==> config.mk <==
export PLATFORM = sky130hd
export DESIGN_NAME = mlba_queue
export DESIGN_NICKNAME = d
export VERILOG_FILES = /design/src/sv/mlba_pkg.sv /design/src/sv/mlba_queue.sv
export SDC_FILE = /design/constraint.sdc
export NUM_CORES = 1
export LEC_CHECK = 0
export ABC_CLOCK_PERIOD_IN_PS = 2100
export BUFFER_PORTS_ARGS = -buffer_cell sky130_fd_sc_hd__buf_2
export CAP_MARGIN = 20
export CORE_AREA = 4 4 57 59
export CTS_CLUSTER_DIAMETER = 30
export DETAILED_ROUTE_END_ITERATION = 16
export DIE_AREA = 0 0 61 63
export PLACE_DENSITY_LB_ADDON = 0.2
export SLEW_MARGIN = 30
export SYNTH_ARGS = -nofsm -noshare
export SYNTH_HDL_FRONTEND = slang
export SYNTH_SLANG_ARGS = --single-unit
==> constraint.sdc <==
create_clock -name clk -period 2.1 [get_ports clk]
set_clock_uncertainty 0.2 [all_clocks]
set_input_delay 0.105 -clock clk [delete_from_list [all_inputs] [get_ports clk]]
set_output_delay 0.105 -clock clk [all_outputs]
set_load 0.05 [all_outputs]
==> src/sv/mlba_pkg.sv <==
// mlba_pkg: shared types, codes and constants of the multi-level bitmap chunk allocator
// no dependencies; used by the front, queue, back and top level

package mlba_pkg;

  // register file geometry
  localparam int NREG      = 4;
  localparam int BYTES_W   = 32;
  localparam int CNT_W     = 11;
  localparam int CFG_IDX_W = 3;
  localparam int CFG_W     = 32;

  // level field of a queued command, wide enough for the largest level count
  localparam int LVL_W = 3;

  // configuration register indexes
  localparam logic [CFG_IDX_W-1:0] REG_L0_BYTES = 3'd0;
  localparam logic [CFG_IDX_W-1:0] REG_L1_BYTES = 3'd1;
  localparam logic [CFG_IDX_W-1:0] REG_L2_BYTES = 3'd2;
  localparam logic [CFG_IDX_W-1:0] REG_L3_BYTES = 3'd3;
  localparam logic [CFG_IDX_W-1:0] REG_L0_COUNT = 3'd4;
  localparam logic [CFG_IDX_W-1:0] REG_L1_COUNT = 3'd5;
  localparam logic [CFG_IDX_W-1:0] REG_L2_COUNT = 3'd6;
  localparam logic [CFG_IDX_W-1:0] REG_L3_COUNT = 3'd7;

  // result status codes
  localparam logic [1:0] ST_ALLOCATED = 2'd0;
  localparam logic [1:0] ST_TOO_LARGE = 2'd1;
  localparam logic [1:0] ST_NONE_FREE = 2'd2;
  localparam logic [1:0] ST_FREED     = 2'd3;

  typedef logic [BYTES_W-1:0] bytes_t;
  typedef logic [CNT_W-1:0]   count_t;

  // chunk sizes after reset
  localparam bytes_t RESET_BYTES [NREG] = '{32'd1024, 32'd65536, 32'd1048576, 32'd16777216};

  // command kinds handed from front to back
  typedef enum logic [1:0] {
    CMD_ALLOC,
    CMD_TOO_LARGE,
    CMD_FREE,
    CMD_FREE_SKIP
  } cmd_kind_t;

  typedef struct packed {
    cmd_kind_t        kind;
    logic [LVL_W-1:0] lvl;   // first fitting level, or level to free
    logic [3:0]       grp;   // word to free
    logic [5:0]       pos;   // bit to free
  } cmd_t;

endpackage

==> src/sv/mlba_queue.sv <==
// mlba_queue: two-entry command queue between front and back
// depends on mlba_pkg

module mlba_queue (
  input  logic           clk,
  input  logic           rst_n,
  input  logic           push_valid,
  output logic           push_ready,
  input  mlba_pkg::cmd_t push_cmd,
  output logic           pop_valid,
  input  logic           pop_ready,
  output mlba_pkg::cmd_t pop_cmd
);

  mlba_pkg::cmd_t slot_r [2];
  logic           wr_ptr_r, wr_ptr_nxt;
  logic           rd_ptr_r, rd_ptr_nxt;
  logic [1:0]     fill_r, fill_nxt;
  logic           do_push, do_pop;

  assign push_ready = (fill_r != 2'd2);
  assign pop_valid  = (fill_r != 2'd0);
  assign pop_cmd    = slot_r[rd_ptr_r];
  assign do_push    = push_valid && push_ready;
  assign do_pop     = pop_valid && pop_ready;

  // pointer and fill update
  always_comb begin
    wr_ptr_nxt = do_push ? ~wr_ptr_r : wr_ptr_r;
    rd_ptr_nxt = do_pop ? ~rd_ptr_r : rd_ptr_r;
    fill_nxt   = fill_r + {1'b0, do_push} - {1'b0, do_pop};
  end

  always_ff @(posedge clk) begin
    if (do_push) begin
      slot_r[wr_ptr_r] <= push_cmd;
    end
    if (!rst_n) begin
      wr_ptr_r <= 1'b0;
      rd_ptr_r <= 1'b0;
      fill_r   <= 2'd0;
    end else begin
      wr_ptr_r <= wr_ptr_nxt;
      rd_ptr_r <= rd_ptr_nxt;
      fill_r   <= fill_nxt;
    end
  end

endmodule

---- Word level (Yosys, flattened, before mapping) ----
Memories as Yosys holds them, arrays and structs flattened. A register that Yosys moved wholly into a read port is not among the register bits.
Cells that the tools add are included.
operators by class
  add/sub/neg operators ................... 2
  equal/unequal tests ..................... 1
  multiplexer cells ....................... 4
  bitwise operators ....................... 2
  reductions and logical operators ........ 3
operators by type and width
  kind                number
  $mux 1              4
  $add 2x1->2         1
  $logic_and 1x1->1   2
  $ne 2x2->1 const B  1
  $not 1->1           2
  $reduce_bool 2->1   1
  $sub 2x1->2         1
storage, ports and cells
  flip-flop bits (word level) ............. 4
  RAM bits ................................ 30
  bits of input ports ..................... 19
  logic and storage cells ................. 16
  memories kept ........................... 1
memories
  memory  words  bits a word  rd ports  clocked after Yosys merged registers in  wr ports  RTL line          RTL
  slot_r  2      15           1         1                                        1         mlba_queue.sv:15  mlba_pkg::cmd_t slot_r [2];

---- Depth between registers and ports, before layout ----
  depth in word-level cells ............... 4
  gate-level depth with buffers ........... 8

---- Worst setup path after synthesis ----
OpenSTA, ideal clock, no wires.
  path kind ............................... reg-to-reg
  start point ............................. register fill_r[0]
  end point ............................... memory slot_r[0][0] in the netlist's numbering, enable pin
  setup time .............................. 0.386 ns
  data arrival time ....................... 1.683 ns
  path slack .............................. -0.170 ns
  stages on the path, launching flop included .. 4
  buffers on the path ..................... 0
  period minus slack after synthesis ...... 2.270 ns
  path through ............................ dfxtp_1 -> nand2b_1 -> nand2_1 -> nor2_1
between the ends
  cells in the longest elaborated chain, start to end .. 4
RTL lines
  what                          RTL line          RTL
  start, declared               mlba_queue.sv:18  logic [1:0] fill_r, fill_nxt;
  start signal, assigned        mlba_queue.sv:45  fill_r <= fill_nxt;
  $ne 2x2->1                    mlba_queue.sv:21  assign push_ready = (fill_r != 2'd2);
  named net push_ready          mlba_queue.sv:8   output logic push_ready,
  $logic_and 1x1->1             mlba_queue.sv:24  assign do_push = push_valid && push_ready;
  $mux 1                        mlba_queue.sv:35  if (do_push) begin
  $mux 1 (not written as such)  mlba_queue.sv:36  slot_r[wr_ptr_r] <= push_cmd;
  end, declared                 mlba_queue.sv:15
The timed path passes the listed nets, and every way through them passes these cells.

---- Worst setup path in the final report ----
  start point ............................. register fill_r[0]
  end point ............................... register fill_r[1]
between the ends
  cells in the longest elaborated chain, start to end .. 4
RTL lines
  what               RTL line          RTL
  $ne 2x2->1         mlba_queue.sv:21
  $logic_and 1x1->1  mlba_queue.sv:24
  $add 2x1->2        mlba_queue.sv:31  fill_nxt = fill_r + {1'b0, do_push} - {1'b0, do_pop};
  $sub 2x1->2 *      mlba_queue.sv:31
Every way passes the cells marked *; elsewhere a longest branch is shown, timed or not.
A chain may end at the register's enable or synchronous reset.

==> reports/metrics.yaml <==
worst_setup_path:
  r2r_end: "fill_r[1]$_SDFF_PN0_"
  critPathCaptureType: "flip-flop"
  start_kind: "flip-flop"
  crit_start: "fill_r[0]$_SDFF_PN0_"
  cp_max_fo: 4
  critical_path.cell_chain: "nand2b_2 -> nand2_1 -> ha_1 -> inv_1 -> ha_1 -> xnor2_1 -> xnor2_1 -> and2_1"
  cp_slowest_cell: "dfxtp_1"
  r2r_setup_slack_ps: 200
  required_ps: 2130
  setup.worst_path.class: "flip-flop to flip-flop"
  critical_path.max_stage_delay_ps: 380
  arrival_ps: 1920
  endpoint: "fill_r[1]$_SDFF_PN0_"
  ff2ff_path_depth: 8
  timing.rr.start: "fill_r[0]$_SDFF_PN0_"
grt:
  grt_max_degree: 16
  grt-ovfl-total: 0
  antenna_found_initial: 0
  grtUsageTotal_pct: 15.5
  grt_pass1_vias: 849
  grt_pass1_wl_mm: 4.09
synth:
  synth_fp_nets: 92
  syn_area_per_cell_um2: 19.3
  synth_top_area_share_pct: 65.6
  yosysWarnings: 0
  yosys.cell_types.count: 18
  netlist_area_um2: 1370
  synth-seq-cells: 35
  seq_area_frac_synth_pct: 72.9
  postSynthCellCount: 71
  synth_top_area_cell: "edfxtp_1"
  synth_area_leaders: "edfxtp_1, mux2_4, dfxtp_1"
clocking:
  post_cts_buffers: 0
  ctsResizeCount: 0
  clock_sinks: 35
  root_buffer: "clkbuf_4"
  numCtsBuffers: 5
  clk_pin_slew_ps: 90
  htree_levels: 2
  cts.path.max_buffers: 2
  clk_latency_ps: 330
  postCtsHoldBufs: 19
  cts_tree: "done"
timing:
  rsz0062_at_grt: "no"
  fin_crit_ps: 1900
  fmax_mhz: 528
  setup_slack_ps: 205
  setup_viol: 0
  max_slew_margin_pct: 83.3
  tns_ps: 0
  worst_pin_slew_ps: 252
  maxSlewViolCount: 0
  fin_crit_sh_pct: 90.3
  final_hold_viol_count: 0
  whs_ps: 287
placed_design:
  dp_hpwl_mm: 1.62
  globalplace.congestion: 0.654
  numPortBuffers: 35
  place_ws_ps: 240
power:
  leakagePower_nw: 0.746
  vdd_drop_max_mv: 0.762
  powerDensity_nw_per_um2: 1200
  total_power_mw: 2.19
floorplanning:
  start_util_pct: 50.7
  core_area_um2: 2710
  die_w_um: 61
  std_cell_rows: 19
  ios: 36
  die_h_um: 63
  dieArea_um2: 3840
cells_and_area:
  area_growth_pct: 33.2
  nFillCells: 214
  drive_gt1_share_pct: 46.7
  fin_nets: 155
  antennaDiodeCount: 0
  finalCoreUtilization_pct: 67.5
detailed_routing:
  via_count: 786
  route.detailed.drc: 0
  viasPerCell: 4.73
  wl_mm: 2.50
  wl_per_cell_um: 15.0
  ant_nets: 0
  dr.first_iter.drc_count: 14
  dr.pass1.iters: 4
flow_run:
  cap_violations: 0
hold_path:
  hp-class: "input port to flip-flop"
status:
  run_status: "finished clean"
-- cell families (layout without fill, tap and decap cells) --
| kind of cell | Yosys count | count (layout) | synth area share, % |
|---|---|---|---|
| xor gates and xnor gates | 3 | 3 | 1.91 |
| adders and majority gates | 2 | 2 | 1.82 |
| DFF | 35 | 35 | 72.9 |
| and+or+nand+nor | 11 | 11 | 4.46 |
| muxes | 16 | 16 | 15.8 |
| AOI/OAI and AO/OA | 1 | 1 | 0.638 |
| buffers and inverters | 3 | 67 | 2.55 |
-- placed cells by master (no fill, tap or decap), drive strengths merged --
cell,count
and2,2
and3,1
buf,39
clkbuf,6
clkinv,2
dfxtp,5
dlygate4sd3,19
edfxtp,30
ha,2
inv,1
mux2,15
mux2i,1
nand2,2
nand2b,2
nor2,1
nor2b,2
o21a,1
or2,1
xnor2,3
-- area by class of cell --
type,instances,area [um^2],share of cell area [%]
repair buffers,58,395,21.6
inverters,1,3.75,0.205
well taps,31,38.8,2.12
multi-input cells,33,343,18.7
clock inverters,2,7.51,0.410
flip-flops and latches,35,1000,54.7
clock buffers,6,41.3,2.26
-- metal layers --
metal / share of wire, % / wire, um / GRT usage [%] / vias up
met1: 35 / 865 / 14.4 / 365
met4: 2.4 / 61 / 8.13 / 0
met3: 6.5 / 163 / 6.82 / 6
met2: 56 / 1410 / 27.3 / 23
met5: 0 / 0 / 0 / -
li1: - / - / - / 392
-- worst min-delay path by stage --
stage / slack [ps] / to / from / cells past startpoint
after global routing: 280 / slot_r[0][11]$_DFFE_PP_ / push_cmd[11] / 2
after floorplan: 4 / slot_r[0][0]$_DFFE_PP_ / push_cmd[0] / 0
after global placement: 90 / slot_r[0][4]$_DFFE_PP_ / push_cmd[4] / 1
final: 290 / slot_r[1][11]$_DFFE_PP_ / push_cmd[11] / 2
after detailed placement: 100 / slot_r[1][9]$_DFFE_PP_ / push_cmd[9] / 1
after CTS: 270 / slot_r[1][11]$_DFFE_PP_ / push_cmd[11] / 2
-- cell usage after synthesis (all sizes together) --
library cell	instances
edfxtp	30
nor2b	2
and2	2
mux2	15
buf	2
dfxtp	5
and3	1
mux2i	1
nand2b	2
inv	1
ha	2
nand2	2
nor2	1
o21a	1
or2	1
xnor2	3
-- worst max-delay path, delay by kind of cell (launching register included) --
kind	cells	cell delay (ps)
XOR/XNOR	2	280
adder cells (fa/ha/maj)	2	460
buffers and inverters	1	30
flip-flops	1	380
AND/OR/NAND/NOR	3	440
-- per-stage QoR --
stage / instances / area, um^2
4_1_cts: 166 / 1830
5_1_grt: 166 / 1830
6_report: 166 / 1830
2_1_floorplan: 71 / 1380
3_3_place_gp: 139 / 1590
3_5_place_dp: 139 / 1590
-- report_power, final --
part | switching, mW | internal (mW) | total [mW] | leakage, nW
Combinational | 0.599 | 0.340 | 0.939 | 0.397
Sequential | 0.0453 | 0.878 | 0.924 | 0.322
Clock | 0.203 | 0.124 | 0.326 | 0.0273
-- sequential cells by signal (all words and copies together) (netlist names), named ones only --
register and flops:
slot_r 30, fill_r 2, rd_ptr_r 1, wr_ptr_r 1
(Power assumes the default switching activity.)
