[src/sv/mlba_pkg.sv]
// mlba_pkg: shared types, codes and constants of the multi-level bitmap chunk allocator
// no dependencies; used by the front, queue, back and top level

package mlba_pkg;

  // register file geometry
  localparam int NREG      = 4;
  localparam int BYTES_W   = 32;
  localparam int CNT_W     = 11;
  localparam int CFG_IDX_W = 3;
  localparam int CFG_W     = 32;

  // level field of a queued command, wide enough for the largest level count
  localparam int LVL_W = 3;

  // configuration register indexes
  localparam logic [CFG_IDX_W-1:0] REG_L0_BYTES = 3'd0;
  localparam logic [CFG_IDX_W-1:0] REG_L1_BYTES = 3'd1;
  localparam logic [CFG_IDX_W-1:0] REG_L2_BYTES = 3'd2;
  localparam logic [CFG_IDX_W-1:0] REG_L3_BYTES = 3'd3;
  localparam logic [CFG_IDX_W-1:0] REG_L0_COUNT = 3'd4;
  localparam logic [CFG_IDX_W-1:0] REG_L1_COUNT = 3'd5;
  localparam logic [CFG_IDX_W-1:0] REG_L2_COUNT = 3'd6;
  localparam logic [CFG_IDX_W-1:0] REG_L3_COUNT = 3'd7;

  // result status codes
  localparam logic [1:0] ST_ALLOCATED = 2'd0;
  localparam logic [1:0] ST_TOO_LARGE = 2'd1;
  localparam logic [1:0] ST_NONE_FREE = 2'd2;
  localparam logic [1:0] ST_FREED     = 2'd3;

  typedef logic [BYTES_W-1:0] bytes_t;
  typedef logic [CNT_W-1:0]   count_t;

  // chunk sizes after reset
  localparam bytes_t RESET_BYTES [NREG] = '{32'd1024, 32'd65536, 32'd1048576, 32'd16777216};

  // command kinds handed from front to back
  typedef enum logic [1:0] {
    CMD_ALLOC,
    CMD_TOO_LARGE,
    CMD_FREE,
    CMD_FREE_SKIP
  } cmd_kind_t;

  typedef struct packed {
    cmd_kind_t        kind;
    logic [LVL_W-1:0] lvl;   // first fitting level, or level to free
    logic [3:0]       grp;   // word to free
    logic [5:0]       pos;   // bit to free
  } cmd_t;

endpackage

[src/sv/mlba_if.sv]
// mlba_in_if / mlba_out_if: valid-ready channels of the chunk allocator
// depends on nothing; payload widths follow the item fields

interface mlba_in_if;
  logic        valid;
  logic        ready;
  logic        action;
  logic [31:0] request_size;
  logic [1:0]  free_level;
  logic [3:0]  free_word;
  logic [5:0]  free_bit;

  modport source (output valid, action, request_size, free_level, free_word, free_bit,
                  input ready);
  modport sink (input valid, action, request_size, free_level, free_word, free_bit,
                output ready);
endinterface


[src/sv/mlba_front.sv]
// mlba_front: accepts request beats and classifies them into back-end commands
// depends on mlba_pkg and mlba_in_if

module mlba_front #(
  parameter int LEVELS          = 4,
  parameter int WORDS_PER_LEVEL = 16
) (
  mlba_in_if.sink         in_ch,
  input  mlba_pkg::bytes_t bytes_i [mlba_pkg::NREG],
  output logic             push_valid,
  input  logic             push_ready,
  output mlba_pkg::cmd_t   push_cmd
);

  localparam int FIT_LEVELS = (LEVELS < mlba_pkg::NREG) ? LEVELS : mlba_pkg::NREG;

  logic                       fit_found;
  logic [mlba_pkg::LVL_W-1:0] fit_lvl;
  logic                       free_skip;

  // first level whose chunk size covers the request
  always_comb begin
    fit_found = 1'b0;
    fit_lvl   = '0;
    for (int i = FIT_LEVELS - 1; i >= 0; i--) begin
      if (bytes_i[i] >= in_ch.request_size) begin
        fit_found = 1'b1;
        fit_lvl   = mlba_pkg::LVL_W'(i);
      end
    end
  end

  // frees outside the map leave it alone
  assign free_skip = ({2'b00, in_ch.free_level} >= 4'(LEVELS)) ||
                     ({5'b0, in_ch.free_word} >= 9'(WORDS_PER_LEVEL));

  // command build
  always_comb begin
    push_cmd.lvl = '0;
    push_cmd.grp = in_ch.free_word;
    push_cmd.pos = in_ch.free_bit;
    if (in_ch.action) begin
      push_cmd.lvl  = mlba_pkg::LVL_W'(in_ch.free_level);
      push_cmd.kind = free_skip ? mlba_pkg::CMD_FREE_SKIP : mlba_pkg::CMD_FREE;
    end else if (fit_found) begin
      push_cmd.lvl  = fit_lvl;
      push_cmd.kind = mlba_pkg::CMD_ALLOC;
    end else begin
      push_cmd.kind = mlba_pkg::CMD_TOO_LARGE;
    end
  end

  assign push_valid  = in_ch.valid;
  assign in_ch.ready = push_ready;

endmodule

[src/flat_wrapper.sv]
// flat-port wrapper written by rule: the top's interface ports become plain ports
module mlba_front_flat 
#(
  parameter int LEVELS          = 4,
  parameter int WORDS_PER_LEVEL = 16
)
  (bytes_i, push_valid, push_ready, push_cmd, in_ch_valid, in_ch_action, in_ch_request_size, in_ch_free_level, in_ch_free_word, in_ch_free_bit, in_ch_ready);
  mlba_in_if in_ch_i ();
  input  mlba_pkg::bytes_t bytes_i[mlba_pkg::NREG];
  output logic push_valid;
  input  logic push_ready;
  output mlba_pkg::cmd_t push_cmd;
  input wire logic [$bits(in_ch_i.valid)-1:0] in_ch_valid;
  input wire logic [$bits(in_ch_i.action)-1:0] in_ch_action;
  input wire logic [$bits(in_ch_i.request_size)-1:0] in_ch_request_size;
  input wire logic [$bits(in_ch_i.free_level)-1:0] in_ch_free_level;
  input wire logic [$bits(in_ch_i.free_word)-1:0] in_ch_free_word;
  input wire logic [$bits(in_ch_i.free_bit)-1:0] in_ch_free_bit;
  output wire logic [$bits(in_ch_i.ready)-1:0] in_ch_ready;
  assign in_ch_i.valid = in_ch_valid;
  assign in_ch_i.action = in_ch_action;
  assign in_ch_i.request_size = in_ch_request_size;
  assign in_ch_i.free_level = in_ch_free_level;
  assign in_ch_i.free_word = in_ch_free_word;
  assign in_ch_i.free_bit = in_ch_free_bit;
  assign in_ch_ready = in_ch_i.ready;
  mlba_front #(.LEVELS(LEVELS), .WORDS_PER_LEVEL(WORDS_PER_LEVEL)) u_core (.in_ch(in_ch_i), .bytes_i(bytes_i), .push_valid(push_valid), .push_ready(push_ready), .push_cmd(push_cmd));
endmodule
[config.mk]
export PLATFORM = sky130hd
export DESIGN_NAME = mlba_front_flat
export DESIGN_NICKNAME = d
export VERILOG_FILES = /design/src/sv/mlba_pkg.sv /design/src/sv/mlba_if.sv /design/src/sv/mlba_front.sv /design/src/flat_wrapper.sv
export SDC_FILE = /design/constraint.sdc
export NUM_CORES = 1
export LEC_CHECK = 0
export BUFFER_PORTS_ARGS = -buffer_cell sky130_fd_sc_hd__buf_2
export CAP_MARGIN = 20
export CORE_ASPECT_RATIO = 0.8
export CORE_MARGIN = 1.5
export CORE_UTILIZATION = 46
export DETAILED_ROUTE_END_ITERATION = 7
export GPL_TIMING_DRIVEN = 0
export MAX_ROUTING_LAYER = met4
export PLACE_DENSITY = 0.95
export SYNTH_ARGS = -nofsm -noshare
export SYNTH_HDL_FRONTEND = slang
export SYNTH_SLANG_ARGS = --single-unit
[constraint.sdc]
create_clock -name vclk -period 2.7
set_input_delay 0.27 -clock vclk [all_inputs]
set_output_delay 0.27 -clock vclk [all_outputs]
set_load 0.1 [all_outputs]
After elaboration in Yosys (flattened, before gate mapping)
Index checks and enable logic that the tools add are counted.
- flip-flop bits (word level): 0
- input bits: 175
- output and inout bits: 17
- logic and storage cells: 15
- order comparisons: 4
- mux-type cells: 11
- operators with widths (operator ; number):
    $ge A32 B32 Y1 ; 4
    $mux W2 ; 5
    $mux W1 ; 5
    $mux W5 ; 1

Depth between registers and ports, before layout
- depth in word-level cells: 7
- gate-level depth with buffers: 9
- gate-level depth less buffers: 9

Worst setup path after synthesis
Ideal clock, no wire load.
- path kind: in2out
- start: input in_ch_request_size[13]
- end: output push_cmd[13] (netlist bit)
- data arrival time: 3506 ps
- required time: 2430 ps
- path slack: -1076 ps
- stages: 9
- path buffers: 0
- cells stage by stage: inv_1 ha_1 a21o_1 a21o_1 a221o_1 a211oi_1 o31ai_1 nand3b_4 nor4b_2
- RTL lines (element ; RTL line ; RTL):
    from (decl) ; flat_wrapper.sv:15 ; input wire logic [$bits(in_ch_i.request_size)-1:0] in_ch_request_size;
    to (decl) ; flat_wrapper.sv:12 ; output mlba_pkg::cmd_t push_cmd;

==> results.sh <==
export IMPL_grt_pass1_wl_um=15300
export IMPL_peakVddDrop_v=0.000137
export IMPL_holdPathStages=2
export IMPL_synth_fp_nets=668
export IMPL_hp_start="in_ch_free_bit[4]"
export IMPL_track_usage_pct=27.6
export IMPL_netlist_top_cells_count="ha_1 (128), inv_1 (37), a21oi_1 (35), a21o_1 (31)"
export IMPL_layout_nets=854
export IMPL_critPathKind="primary input to primary output"
export IMPL_fp_dieW_um=93.6
export IMPL_fillers=494
export IMPL_grt_max_degree=5
export IMPL_vias=3522
export IMPL_routed_wl_um=10000
export IMPL_drt_pass1_iter_count=4
export IMPL_max_freq_ghz=0.363
export IMPL_crit_fanout=4
export IMPL_n_clock_buffer=0
export IMPL_die_area_um2=7060
export IMPL_place_ws_ps=-320
export IMPL_fin_tns_setup_ps=-54.9
export IMPL_syn_area_per_cell_um2=8.27
export IMPL_gp_congestion=0.881
export IMPL_worst_slack_ps=-54.9
export IMPL_worst_hold_path_endpoint="push_cmd[4]"
export IMPL_synthMostInstantiatedCell="ha_1"
export IMPL_setup_viol_count_final=1
export IMPL_io_pins=192
export IMPL_yosysTopAreaCellShare_pct=53.0
export IMPL_period_share_pct=102
export IMPL_met3_usage_pct=2.50
export IMPL_grt_overflow_total=0
export IMPL_core_area_um2=6380
export IMPL_worst_ep_required_time_ps=2430
export IMPL_n_antenna_cell=0
export IMPL_layout_drive_gt1_share_pct=47.2
export IMPL_p_leak_nw=2.53
export IMPL_multiInputGateArea_um2=3080
export IMPL_rsz0062_at_grt="true"
export IMPL_synth_area_leaders="ha_1 (53%), a21o_1 (7.7%), a21oi_1 (5.8%), inv_1 (4.6%), nand4_1 (3.7%)"
export IMPL_synth_seq_area_share_pct=0
export IMPL_initial_core_util_pct=47.4
export IMPL_slew_viol_final=0
export IMPL_drt_iter0_markers=110
export IMPL_regArea_um2=0
export IMPL_yosys_warnings=0
export IMPL_ys_types=39
export IMPL_busiest_layer="met2"
export IMPL_die_h_um=75.5
export IMPL_use_met2_pct=53.2
export IMPL_synth_top_cell_by_area="ha_1"
export IMPL_syn_to_final_growth_pct=47.6
export IMPL_maxCapViolations=0
export IMPL_end_kind="primary output"
export IMPL_p_per_area_nw_per_um2=185
export IMPL_status="complete, but fails checks"
export IMPL_wl_per_cell_um=15.8
export IMPL_fin_crit_ps=2750
export IMPL_rows=26
export IMPL_min_delay_path_class="primary input to primary output"
export IMPL_holdBufCountCts=0
export IMPL_viasPerCell=5.56
export IMPL_drc=0
export IMPL_grt_use_met1_pct=32.3
export IMPL_design_seq_count=0
export IMPL_dp_hpwl_um=8970
export IMPL_antenna_found_initial=0
export IMPL_io_buffer_count=179
export IMPL_startpoint_type="primary input"
export IMPL_grt_pass1_vias=3504
export IMPL_hold_violations=0
export IMPL_post_synth_inst_count=365
export IMPL_synth_area_um2=3020
export IMPL_failed_checks="negative setup slack"
export IMPL_cp_data_arrival_time_ps=2480
export IMPL_antenna_left=0
[cells by family after synthesis]
family	after synthesis	synth area share, %
adders and majority gates	128	53.0
other	1	0.124
AOI/OAI and AO/OA	110	25.0
and+or+nand+nor	75	13.7
buffers and inverters	51	8.08
[layout by cell type (no fill, tap or decap), drive strengths merged, types with 2 or more instances in the layout]
cell and instances:
o21ai 17, nand4 18, nand2 18, a221oi 2, buf 197, a31oi 2
o2111ai 2, and4 4, a21oi 35, o21a 2, nand3 4, a211o 3
nor3 5, nand2b 3, inv 36, nor2 14, ha 128, nor2b 3
a21o 31, a2111oi 3, a211oi 6
[worst max-delay path, cell delays in order]
cell       delay [ps]
buf_2             110
inv_4              50
ha_1              310
a21oi_2           170
o21ai_2            90
a221oi_4          330
nor3_2             80
a2111oi_4         360
nand3b_4          140
nor4b_4           300
buf_6             260
[metal layers]
layer  share of wire (%)  wire length [um]  vias up
met4                 1.5               150        0
met1                  42              4210     1605
met5                   0                 0        -
li1                    -                 -     1749
met3                 7.3               732       16
met2                  49              4910      152
[power breakdown]
part	internal, W	switching [W]	leakage [nW]
combinational	0.000366	0.000456	2.53
sequential	0	0	0
clock	0	0	0
total	0.000366	0.000456	2.53
[how the worst max path moves through the flow]
stage,from,end,slack (ps),cells after the start
global placement,in_ch_request_size[19],push_cmd[10],-210,11
detailed placement,in_ch_request_size[19],push_cmd[13],-320,10
CTS,in_ch_request_size[19],push_cmd[13],-30,11
finish,in_ch_request_size[17],push_cmd[13],-50,11
floorplan,in_ch_request_size[6],push_cmd[13],-230,9
global route,in_ch_request_size[17],push_cmd[13],-140,11
[through the flow]
step | area (um2) | instances | util, % | hold slack (ps) | power, W
CTS | 4300 | 630 | 67.4 | 924 | 0.000770
global route | 4460 | 633 | 69.9 | 926 | 0.000905
global placement | 4220 | 628 | 66.2 | 924 | 0.000702
floorplan | 3220 | 365 | - | 752 | 0.000495
detailed placement | 4220 | 628 | 66.2 | 924 | 0.000749
finish | 4460 | 633 | 69.9 | 924 | 0.000823
[what timing repair did]
item	CTS	global route
setup endpoints to repair	3	3
gates resized for setup	14	36
pin swaps	7	19
cloned	0	0
setup buffers	2	3
[area by class of cell]
| cell class | count | area share (%) |
|---|---|---|
| plain buffers | 14 | 2.36 |
| well taps | 84 | 2.36 |
| multi-input cells | 314 | 69.0 |
| inverters | 37 | 3.93 |
| repair buffers | 184 | 22.3 |
Note: power is estimated with default switching activity, not from simulation.
